## src/hw/rtl/sts_pkg.sv

```systemverilog
`timescale 1ns / 1ps
package sts_pkg;

  localparam int unsigned MaxLexemeLen = 255;
  localparam int unsigned KeywordBytes = 6;

  typedef enum logic [4:0] {
    StStart   = 5'd0,  StStar    = 5'd1,  StPlus    = 5'd2,  StMinus   = 5'd3,
    StSlash   = 5'd4,  StCmt     = 5'd5,  StCmtStar = 5'd6,  StColon   = 5'd7,
    StEq      = 5'd8,  StAmp     = 5'd9,  StBar     = 5'd10, StGt      = 5'd11,
    StLt      = 5'd12, StUnder   = 5'd13, StIdent   = 5'd14, StDot     = 5'd15,
    StFrac1   = 5'd16, StDec     = 5'd17, StPoint   = 5'd18, StFrac2   = 5'd19,
    StZero    = 5'd20, StBin     = 5'd21, StOct     = 5'd22, StDuo     = 5'd23,
    StHex     = 5'd24
  } scan_state_e;

  localparam logic [5:0] KindId  = 6'd31;
  localparam logic [5:0] KindLit = 6'd32;
  localparam logic [5:0] KindEnd = 6'd49;

  localparam logic [1:0] LitNone = 2'd0;
  localparam logic [1:0] LitInt  = 2'd1;
  localparam logic [1:0] LitFrac = 2'd2;

  typedef struct packed {
    logic [7:0] ch;
    logic       end_of_input;
  } sts_in_t;

  typedef struct packed {
    logic [5:0]  token_kind;
    logic [1:0]  literal_kind;
    logic [7:0]  lexeme_length;
    logic [15:0] start_line;
    logic [15:0] start_column;
    logic        lex_error;
    logic        last;
  } sts_out_t;

  // One emitted token and its presence flag, passed from the step logic.
  typedef struct packed {
    logic     valid;
    sts_out_t tok;
  } sts_res_t;

  typedef logic [KeywordBytes-1:0][7:0] kw_buf_t;

  function automatic logic [5:0] kw_lookup(input kw_buf_t b, input logic [7:0] len);
    logic [47:0] s;
    logic [5:0]  k;
    s = {b[0], b[1], b[2], b[3], b[4], b[5]};
    k = KindId;
    unique case (len)
      8'd2: begin
        if (s[47:32] == "or") k = 6'd16;
        else if (s[47:32] == "do") k = 6'd42;
        else if (s[47:32] == "if") k = 6'd43;
      end
      8'd3: begin
        if (s[47:24] == "int") k = 6'd34;
        else if (s[47:24] == "not") k = 6'd39;
        else if (s[47:24] == "and") k = 6'd14;
        else if (s[47:24] == "for") k = 6'd41;
      end
      8'd4: begin
        if (s[47:16] == "char") k = 6'd36;
        else if (s[47:16] == "bool") k = 6'd38;
        else if (s[47:16] == "then") k = 6'd44;
        else if (s[47:16] == "else") k = 6'd45;
        else if (s[47:16] == "elif") k = 6'd46;
        else if (s[47:16] == "read") k = 6'd47;
      end
      8'd5: begin
        if (s[47:8] == "const") k = 6'd33;
        else if (s[47:8] == "while") k = 6'd40;
        else if (s[47:8] == "input") k = 6'd47;
        else if (s[47:8] == "print") k = 6'd48;
        else if (s[47:8] == "write") k = 6'd48;
      end
      8'd6: begin
        if (s == "double") k = 6'd35;
        else if (s == "string") k = 6'd37;
      end
      default: k = KindId;
    endcase
    return k;
  endfunction

endpackage

```

## src/hw/rtl/source_token_scanner_core.sv

```systemverilog
`timescale 1ns / 1ps
// Channel | dir | handshake          | payload
// in      | in  | in_valid_i/stall_o | sts_in_t  (ch, end_of_input)
// out     | out | out_valid_o/stall_i| sts_out_t (token fields, lex_error, last)
// One byte per cycle while in_stall_o is low; the lexer step and keyword compare are combinational.
// Results pass through a two-entry queue; input stalls while it cannot take two.
// Reset clears state to start, line 1, column 0; an error halts until reset.
// Halted: input is still taken and dropped.
module source_token_scanner_core import sts_pkg::*; (
  input  logic     clk_i,
  input  logic     rst_ni,
  input  logic     in_valid_i,
  output logic     in_stall_o,
  input  sts_in_t  in_data_i,
  output logic     out_valid_o,
  input  logic     out_stall_i,
  output sts_out_t out_data_o
);

  scan_state_e st_q, st_d;
  kw_buf_t     kw_q, kw_d;
  logic [7:0]  cnt_q, cnt_d;
  logic        kwl_q, kwl_d, halt_q, halt_d;
  logic [15:0] line_q, line_d, col_q, col_d, tl_q, tl_d, tc_q, tc_d;
  sts_res_t    r0, r1;
  logic        room, take;

  assign in_stall_o = !room && !halt_q;
  assign take = in_valid_i && !in_stall_o && !halt_q;

  sts_step u_step (
    .in_i(in_data_i), .st_i(st_q), .kw_i(kw_q), .cnt_i(cnt_q), .kwl_i(kwl_q),
    .line_i(line_q), .col_i(col_q), .tline_i(tl_q), .tcol_i(tc_q),
    .st_o(st_d), .kw_o(kw_d), .cnt_o(cnt_d), .kwl_o(kwl_d),
    .line_o(line_d), .col_o(col_d), .tline_o(tl_d), .tcol_o(tc_d),
    .halt_o(halt_d), .r0_o(r0), .r1_o(r1)
  );

  sts_out_queue u_queue (
    .clk_i, .rst_ni, .push_i(take), .r0_i(r0), .r1_i(r1), .room_o(room),
    .valid_o(out_valid_o), .data_o(out_data_o), .stall_i(out_stall_i)
  );

  always_ff @(posedge clk_i or negedge rst_ni) begin
    if (!rst_ni) begin
      st_q <= StStart; cnt_q <= '0; kwl_q <= 1'b0; halt_q <= 1'b0;
      line_q <= 16'd1; col_q <= '0; tl_q <= 16'd1; tc_q <= '0;
    end else if (take) begin
      st_q <= st_d; cnt_q <= cnt_d; kwl_q <= kwl_d; halt_q <= halt_d;
      line_q <= line_d; col_q <= col_d; tl_q <= tl_d; tc_q <= tc_d;
    end
  end

  always_ff @(posedge clk_i) begin
    if (take) kw_q <= kw_d;
  end

endmodule

```

## src/hw/rtl/sts_step.sv

```systemverilog
`timescale 1ns / 1ps
// Combinational lexer step: one byte (possibly rescanned) or end marker.
module sts_step import sts_pkg::*; (
  input  sts_in_t     in_i,
  input  scan_state_e st_i,
  input  kw_buf_t     kw_i,
  input  logic [7:0]  cnt_i,
  input  logic        kwl_i,
  input  logic [15:0] line_i,
  input  logic [15:0] col_i,
  input  logic [15:0] tline_i,
  input  logic [15:0] tcol_i,
  output scan_state_e st_o,
  output kw_buf_t     kw_o,
  output logic [7:0]  cnt_o,
  output logic        kwl_o,
  output logic [15:0] line_o,
  output logic [15:0] col_o,
  output logic [15:0] tline_o,
  output logic [15:0] tcol_o,
  output logic        halt_o,
  output sts_res_t    r0_o,
  output sts_res_t    r1_o
);

  logic [8:0] c;
  logic [15:0] colb;
  // state after first pass, before rescan
  scan_state_e s1;
  kw_buf_t kw1;
  logic [7:0] cnt1;
  logic kwl1, again, err1, acc1;
  logic [5:0] kind1;
  logic [1:0] lit1;
  logic [15:0] tl1, tc1;
  scan_state_e s2;
  kw_buf_t kw2;
  logic [7:0] cnt2;
  logic kwl2, err2, acc2;
  logic [5:0] kind2;
  logic [1:0] lit2;
  logic [15:0] tl2, tc2;

  function automatic logic is_dig(input logic [8:0] x);
    return x >= 9'h30 && x <= 9'h39;
  endfunction
  function automatic logic is_low(input logic [8:0] x);
    return x >= 9'h61 && x <= 9'h7a;
  endfunction
  function automatic logic is_blank(input logic [8:0] x);
    return x == 9'h20 || x == 9'h09 || x == 9'h0a || x == 9'h0d || x == 9'h0b || x == 9'h0c;
  endfunction

  // One automaton step. beg restarts the lexeme; add appends.
  task automatic scan(
    input  logic [8:0]  x,
    input  scan_state_e si,
    input  kw_buf_t     ki,
    input  logic [7:0]  ni,
    input  logic        li,
    input  logic [15:0] tli,
    input  logic [15:0] tci,
    output scan_state_e so,
    output kw_buf_t     ko,
    output logic [7:0]  no,
    output logic        lo,
    output logic [15:0] tlo,
    output logic [15:0] tco,
    output logic        acc,
    output logic        err,
    output logic [5:0]  kind,
    output logic [1:0]  lit,
    output logic        resc
  );
    logic add, beg;
    logic [5:0] ik;
    so = si; ko = ki; no = ni; lo = li; tlo = tli; tco = tci;
    acc = 1'b0; err = 1'b0; kind = '0; lit = LitNone; resc = 1'b0;
    add = 1'b0; beg = 1'b0;
    ik = li ? KindId : kw_lookup(ki, ni);
    unique case (si)
      StStart: begin
        so = StStart;
        if (is_blank(x)) begin
        end else if (is_low(x)) begin beg = 1'b1; so = StIdent; end
        else if (x >= 9'h31 && x <= 9'h39) begin beg = 1'b1; so = StDec; end
        else begin
          beg = 1'b1;
          unique case (x)
            9'h2a: so = StStar;   9'h2b: so = StPlus;  9'h2d: so = StMinus;
            9'h2f: so = StSlash;  9'h3a: so = StColon; 9'h3d: so = StEq;
            9'h26: so = StAmp;    9'h7c: so = StBar;   9'h3e: so = StGt;
            9'h3c: so = StLt;     9'h5f: so = StUnder; 9'h2e: so = StDot;
            9'h30: so = StZero;
            9'h25: begin acc = 1'b1; kind = 6'd22; end
            9'h3f: begin acc = 1'b1; kind = 6'd23; end
            9'h3b: begin acc = 1'b1; kind = 6'd24; end
            9'h28: begin acc = 1'b1; kind = 6'd25; end
            9'h29: begin acc = 1'b1; kind = 6'd26; end
            9'h5b: begin acc = 1'b1; kind = 6'd27; end
            9'h5d: begin acc = 1'b1; kind = 6'd28; end
            9'h7b: begin acc = 1'b1; kind = 6'd29; end
            9'h7d: begin acc = 1'b1; kind = 6'd30; end
            default: beg = 1'b0;
          endcase
        end
      end
      StStar: begin
        acc = 1'b1; so = StStart;
        if (x == 9'h3d) begin add = 1'b1; kind = 6'd1; end
        else if (x == 9'h2a) begin add = 1'b1; kind = 6'd2; end
        else begin kind = 6'd0; resc = 1'b1; end
      end
      StPlus: begin
        acc = 1'b1; so = StStart;
        if (x == 9'h2b) begin add = 1'b1; kind = 6'd4; end
        else if (x == 9'h3d) begin add = 1'b1; kind = 6'd5; end
        else begin kind = 6'd3; resc = 1'b1; end
      end
      StMinus: begin
        acc = 1'b1; so = StStart;
        if (x == 9'h2d) begin add = 1'b1; kind = 6'd7; end
        else if (x == 9'h3d) begin add = 1'b1; kind = 6'd8; end
        else begin kind = 6'd6; resc = 1'b1; end
      end
      StSlash: begin
        if (x == 9'h2a) begin so = StCmt; no = '0; end
        else begin
          acc = 1'b1; so = StStart;
          if (x == 9'h3d) begin add = 1'b1; kind = 6'd10; end
          else begin kind = 6'd9; resc = 1'b1; end
        end
      end
      StCmt: if (x == 9'h2a) so = StCmtStar;
      StCmtStar: begin
        if (x == 9'h2f) so = StStart;
        else if (x != 9'h2a) so = StCmt;
      end
      StColon: begin
        so = StStart;
        if (x == 9'h3d) begin add = 1'b1; acc = 1'b1; kind = 6'd11; end
        else err = 1'b1;
      end
      StEq: begin
        acc = 1'b1; so = StStart;
        if (x == 9'h3d) begin add = 1'b1; kind = 6'd12; end
        else begin kind = 6'd11; resc = 1'b1; end
      end
      StAmp: begin
        acc = 1'b1; so = StStart;
        if (x == 9'h26) begin add = 1'b1; kind = 6'd14; end
        else begin kind = 6'd13; resc = 1'b1; end
      end
      StBar: begin
        acc = 1'b1; so = StStart;
        if (x == 9'h7c) begin add = 1'b1; kind = 6'd16; end
        else begin kind = 6'd15; resc = 1'b1; end
      end
      StGt: begin
        acc = 1'b1; so = StStart;
        if (x == 9'h3d) begin add = 1'b1; kind = 6'd18; end
        else begin kind = 6'd17; resc = 1'b1; end
      end
      StLt: begin
        acc = 1'b1; so = StStart;
        if (x == 9'h3e) begin add = 1'b1; kind = 6'd20; end
        else if (x == 9'h3d) begin add = 1'b1; kind = 6'd21; end
        else begin kind = 6'd19; resc = 1'b1; end
      end
      StUnder: begin
        if (x == 9'h5f) add = 1'b1;
        else if (is_low(x) || is_dig(x)) begin add = 1'b1; so = StIdent; end
        else begin err = 1'b1; so = StStart; end
      end
      StIdent: begin
        if (x == 9'h5f || is_low(x) || is_dig(x)) add = 1'b1;
        else begin acc = 1'b1; kind = ik; resc = 1'b1; so = StStart; end
      end
      StDot, StPoint: begin
        if (is_dig(x)) begin add = 1'b1; so = (si == StDot) ? StFrac1 : StFrac2; end
        else begin err = 1'b1; so = StStart; end
      end
      StFrac1, StFrac2: begin
        if (is_dig(x)) add = 1'b1;
        else begin acc = 1'b1; kind = KindLit; lit = LitFrac; resc = 1'b1; so = StStart; end
      end
      StDec: begin
        if (is_dig(x)) add = 1'b1;
        else if (x == 9'h2e) begin add = 1'b1; so = StPoint; end
        else begin acc = 1'b1; kind = KindLit; lit = LitInt; resc = 1'b1; so = StStart; end
      end
      StZero: begin
        add = 1'b1;
        if (x == 9'h62) so = StBin;
        else if (x == 9'h6f) so = StOct;
        else if (x == 9'h64) so = StDuo;
        else if (x == 9'h78) so = StHex;
        else if (is_dig(x)) so = StDec;
        else begin
          add = 1'b0; acc = 1'b1; kind = KindLit; lit = LitInt; resc = 1'b1;
          so = StStart;
        end
      end
      StBin, StOct, StDuo, StHex: begin
        if ((si == StBin && (x == 9'h30 || x == 9'h31)) ||
            (si == StOct && x >= 9'h30 && x <= 9'h37) ||
            (si == StDuo && (is_dig(x) || x == 9'h64 || x == 9'h65 ||
                             x == 9'h44 || x == 9'h45)) ||
            (si == StHex && (is_dig(x) || (x >= 9'h61 && x <= 9'h66) ||
                             (x >= 9'h41 && x <= 9'h46))))
          add = 1'b1;
        else begin acc = 1'b1; kind = KindLit; lit = LitInt; resc = 1'b1; so = StStart; end
      end
      default: so = StStart;
    endcase
    if (beg) begin
      no = '0; lo = 1'b0; tlo = line_i; tco = colb;
    end
    if (beg || add) begin
      if (no < 8'(KeywordBytes)) ko[no[2:0]] = x[7:0];
      else lo = 1'b1;
      if (no < 8'(MaxLexemeLen)) no = no + 8'd1;
      else lo = 1'b1;
    end
    if (acc || err) so = StStart;
  endtask

  always_comb begin
    c = in_i.end_of_input ? 9'h100 : {1'b0, in_i.ch};
    colb = (in_i.end_of_input || col_i == 16'hffff) ? col_i : col_i + 16'd1;
    scan(c, st_i, kw_i, cnt_i, kwl_i, tline_i, tcol_i,
         s1, kw1, cnt1, kwl1, tl1, tc1, acc1, err1, kind1, lit1, again);
    scan(c, s1, kw1, cnt1, kwl1, tl1, tc1,
         s2, kw2, cnt2, kwl2, tl2, tc2, acc2, err2, kind2, lit2, /* unused */ kwl_o);
    // the second scan is from start, so it never asks for a rescan
    kwl_o = (again && !err1 && !in_i.end_of_input) ? kwl2 : kwl1;
    r0_o = '0; r1_o = '0;
    r0_o.valid = acc1 || err1;
    r0_o.tok.token_kind = err1 ? 6'd0 : kind1;
    r0_o.tok.literal_kind = err1 ? LitNone : lit1;
    r0_o.tok.lex_error = err1;
    r0_o.tok.lexeme_length = err1 ? cnt_i : cnt1;
    r0_o.tok.start_line = tl1;
    r0_o.tok.start_column = tc1;
    halt_o = err1;
    st_o = s1; kw_o = kw1; cnt_o = cnt1; tline_o = tl1; tcol_o = tc1;
    if (in_i.end_of_input) begin
      st_o = StStart;
      if (!err1) begin
        r1_o.valid = 1'b1;
        r1_o.tok.token_kind = KindEnd;
        r1_o.tok.start_line = line_i;
        r1_o.tok.start_column = col_i;
      end
    end else if (again && !err1) begin
      st_o = s2; kw_o = kw2; cnt_o = cnt2; tline_o = tl2; tcol_o = tc2;
      halt_o = err2;
      r1_o.valid = acc2 || err2;
      r1_o.tok.token_kind = err2 ? 6'd0 : kind2;
      r1_o.tok.literal_kind = err2 ? LitNone : lit2;
      r1_o.tok.lex_error = err2;
      r1_o.tok.lexeme_length = cnt2;
      r1_o.tok.start_line = tl2;
      r1_o.tok.start_column = tc2;
    end
    line_o = line_i;
    col_o = colb;
    if (!in_i.end_of_input && (in_i.ch == 8'h0a || in_i.ch == 8'h0d)) begin
      if (line_i != 16'hffff) line_o = line_i + 16'd1;
      col_o = '0;
    end
    if (r1_o.valid) r1_o.tok.last = 1'b1;
    else r0_o.tok.last = 1'b1;
  end

endmodule

```

## src/hw/rtl/sts_out_queue.sv

```systemverilog
`timescale 1ns / 1ps
// Two-entry result queue; takes up to two results per cycle.
module sts_out_queue import sts_pkg::*; (
  input  logic     clk_i,
  input  logic     rst_ni,
  input  logic     push_i,
  input  sts_res_t r0_i,
  input  sts_res_t r1_i,
  output logic     room_o,
  output logic     valid_o,
  output sts_out_t data_o,
  input  logic     stall_i
);

  sts_out_t   mem_q [2];
  logic [1:0] cnt_q, cnt_d;
  logic       rd_q;
  logic       pop;
  logic [1:0] npush;
  logic [1:0] rem;

  assign pop     = valid_o && !stall_i;
  assign valid_o = cnt_q != 2'd0;
  assign data_o  = mem_q[rd_q];
  // accept only when both slots would be free after this cycle's pop
  assign room_o  = cnt_q == 2'd0 || (cnt_q == 2'd1 && pop);
  assign npush   = push_i ? 2'(r0_i.valid) + 2'(r1_i.valid) : 2'd0;
  assign rem     = cnt_q - 2'(pop);
  assign cnt_d   = rem + npush;

  always_ff @(posedge clk_i or negedge rst_ni) begin
    if (!rst_ni) begin
      cnt_q <= '0;
      rd_q  <= 1'b0;
    end else begin
      cnt_q <= cnt_d;
      rd_q  <= rd_q ^ pop;
    end
  end

  always_ff @(posedge clk_i) begin
    if (push_i) begin
      if (r0_i.valid) mem_q[rd_q ^ pop ^ rem[0]] <= r0_i.tok;
      if (r1_i.valid) mem_q[rd_q ^ pop ^ rem[0] ^ r0_i.valid] <= r1_i.tok;
    end
  end

endmodule

```

## config.mk

```make
export PLATFORM = sky130hd
export DESIGN_NAME = source_token_scanner_core
export DESIGN_NICKNAME = d
export VERILOG_FILES = /design/src/hw/rtl/sts_pkg.sv /design/src/hw/rtl/source_token_scanner_core.sv /design/src/hw/rtl/sts_step.sv /design/src/hw/rtl/sts_out_queue.sv
export SDC_FILE = /design/constraint.sdc
export NUM_CORES = 1
export LEC_CHECK = 0
export BUFFER_PORTS_ARGS = -buffer_cell sky130_fd_sc_hd__buf_4
export CAP_MARGIN = 40
export CORE_MARGIN = 2
export CORE_UTILIZATION = 63
export DETAILED_ROUTE_END_ITERATION = 8
export PLACE_DENSITY = 0.9
export SYNTH_ARGS = -nofsm -noshare
export SYNTH_HDL_FRONTEND = slang
export SYNTH_SLANG_ARGS = --single-unit
export TNS_END_PERCENT = 5
```

## constraint.sdc

```tcl
create_clock -name clk_i -period 10 [get_ports clk_i]
set_input_delay 0.5 -clock clk_i [delete_from_list [all_inputs] [get_ports clk_i]]
set_output_delay 0.5 -clock clk_i [all_outputs]
set_load 0.03 [all_outputs]
```

==> impl_results.md <==
* Post-detail-place hpwl at 30100 microns
* Post-CTS Hold Fix Bufs at 1
* Least-Margin Pin Slew at 0.918 ns
* Post-synth EDFFs at 148
* Final worst slack at 4.21 ns
* First-pass GRT wire length at 70100 microns
* Resized Gates After CTS at 0
* Reg-to-reg setup timing slack at 4.30 ns
* Max Transition Viols Final at 0
* Crit-path max FO at 33
* Post-synthesis sequential area ratio at 44.3%
* Fin Setup TNS at 0 ns
* Clk sinks at 230
* Post-synth top area cell: edfxtp_1
* Clock power frac at 22.1%
* IO Pins at 65
* Hold Path Sink: halt_q$_DFFE_PN0P_
* Row count at 55
* Rel. slew slack at 38.6%
* Post-synth top cells: nand2_1, edfxtp_1, nor2_1
* Leading cell type by number of instances after synthesis: nand2_1
* Reg clk slew, reported paths at 0.06 ns
* Fin nets at 1539
* Synth Flop Type: edfxtp_1
* Post-synth top area share at 30.3%
* Die Wd at 157 microns
* Pwr dens at 261 nW/um^2
* Grt total ovfl at 0
* Clock Skew at 0.0252 ns
* Via count at 13100
* RR Startpoint: st_q[2]$_DFFE_PN0P_
* Post-layout util at 70.7%
* Worst slack, placed at 3.93 ns
* Number of max-cap violations at 0
* Total Routing Usage GR at 36.5%
* Setup bufs post-CTS at 0
* ANT nets after route at 0
* Int Pwr at 2470 uW
* Net Sw Frac at 41.3%
* Tmin final at 5.79 ns
* Largest net degree at the start of global routing at 60
* Unrepaired setup endpoints after global routing: no
* Net Switching at 1740 uW
* Distinct cell type count after synthesis at 102
* DRT met1 WL at 17700 microns
* DR pass1 iterations at 6
* Die Footprint at 24500 sq um
* Cts bufs inserted at 25
* Post-Syn Instances at 1505
* Worst hold path class: in2reg
* Initial antenna violation count at 0
* Syn Area/Cell at 9.75 sq um
* Fmax at 173 MHz
* Tcrit/Tclk final at 57.9%
* Area contributors post-synth: edfxtp_1, dfrtp_1, mux2_2
* FF+latch count, synth at 230
* Mapped Nets at 1525
* Startpoint Class: input port
* PortBufs at 64
* Worst EP required at 10.18 ns
* Met2 wire len at 20600 microns
* Final setup fails at 0
* CTS max path bufs at 3
* Filler instances at 1608
* R2R cell count at 13
* Top sig layer: met4
* Synth warnings at 0
* Via/cell ratio at 7.07
* Synthesized area at 14700 sq um
* Layout cells sized above 1 at 17.2%
* Starting Density at 64.4%
* Synth async-reset ratio at 35.7%
* Die H at 157 microns
* Gpl congestion at 0.991
* Critical path endpoint category: register
* Final hold vios at 0
* Root Buffer: clkbuf_16
* VDD IR max at 0.000181 V
* Critical path type: in2reg
* Gate power share at 42.1%
* Metal3 WL at 4580 microns
* Hold depth at 3
* Layout overhead on the synthesized area at 9.70%
* Clock Latency Late Sink at 0.55 ns
* Status: completed
* Core area at 22800 sq um
* Vias in the first global route at 12500
* WL/cell at 24.1 microns
* DRC at 0
* Reg power frac at 35.7%
* Leakage at 0.00588 uW
* H-tree depth at 1
* Worst R2R End: u_queue.mem_q[0][10]$_DFFE_PP_
* N_diodes at 0
* Iter 0 DRT Violations at 1646
* Critical path data arrival time at 5.97 ns
* CTS tree: yes
* Routed wire length at 44600 microns
* Hold Path Origin: in_valid_i
==> cell families after synthesis <==
logic type               Yosys count  synth area share, %
multiplexers                     132                 9.90
AND/OR/NAND/NOR                  613                 21.7
AO/OA/AOI/OAI                    347                 16.6
XOR/XNOR                          46                 2.74
flip-flops                       230                 44.3
adder cells (fa/ha/maj)            7                0.597
buffers and inverters            130                 4.15
==> layout make-up <==
| class | instances | area (sq um) | share of cell area (%) |
|---|---|---|---|
| clock buffer | 34 | 711 | 4.41 |
| clock inverter | 11 | 108 | 0.668 |
| inverter | 30 | 113 | 0.699 |
| multi-input combinational | 1145 | 7610 | 47.3 |
| sequential | 230 | 6500 | 40.4 |
| tap | 313 | 392 | 2.43 |
| timing repair buffer | 87 | 668 | 4.15 |
==> through the flow <==
stage,power [uW],std cells,cell area [sq um],hold slack [ns]
3_5_place_dp,3210,1803,15300,0.434
2_1_floorplan,2670,1505,14700,0.204
6_report,4210,1850,16100,0.312
3_3_place_gp,3150,1797,15200,0.430
4_1_cts,4150,1849,16100,0.299
5_1_grt,4370,1850,16100,0.317
==> power groups by stage <==
stage	Sequential, uW	Clock, uW	Combinational (uW)
finish	1500	931	1770
detailed placement	1500	0	1700
floorplan	1430	0	1240
CTS	1490	930	1730
global placement	1490	0	1660
global route	1520	967	1880
==> layout by cell type, fill, tap and decap left out, types with 25 or more instances in the layout <==
master / synthesis / layout
a21oi_1: 59 / 58
buf_4: 6 / 82
clkbuf_16: 0 / 26
dfrtp_1: 80 / 79
edfxtp_1: 148 / 148
inv_1: 29 / 28
mux2_2: 89 / 89
mux2i_1: 30 / 30
nand2_1: 162 / 162
nand3_1: 58 / 58
nand4_1: 25 / 25
nor2_1: 122 / 122
nor2b_1: 27 / 27
nor3_1: 50 / 50
o21ai_0: 88 / 86
xnor2_1: 30 / 30
==> critical path: stages <==
cell      delay, ns
buf_4          0.20
nor4b_1        0.68
nand3_1        0.66
a32oi_1        0.43
o31ai_1        0.22
nor2_1         0.75
nand3_1        0.21
mux2i_1        0.37
a211oi_1       0.14
a21oi_4        0.17
buf_4          0.47
inv_1          0.24
o21ai_4        0.35
buf_4          0.53
==> sequential cells by signal, summed over array words and instances, names as in the netlist, 2 cells and up <==
signal,count
u_queue.mem_q,100
st_q,5
line_q,16
tl_q,16
cnt_q,8
col_q,16
kw_q,48
u_queue.cnt_q,2
tc_q,16
==> metal layers <==
metal / vias up / global-route usage, %
li1: 5731 / -
met1: 6276 / 49.5
met2: 896 / 58.1
met3: 175 / 7.50
met4: 0 / 13.7
met5: - / 0
==> worst max-delay path by stage <==
stage	from	to
after floorplan	out_stall_i	u_queue.mem_q[0][0]$_DFFE_PP_
after global placement	in_data_i[0]	u_queue.mem_q[0][14]$_DFFE_PP_
after detailed placement	in_data_i[0]	u_queue.mem_q[0][14]$_DFFE_PP_
after CTS	in_data_i[0]	u_queue.mem_q[0][14]$_DFFE_PP_
after global routing	in_data_i[0]	u_queue.mem_q[0][13]$_DFFE_PP_
final	in_data_i[0]	u_queue.mem_q[0][10]$_DFFE_PP_
No activity file was read; power rests on OpenSTA's default activity.
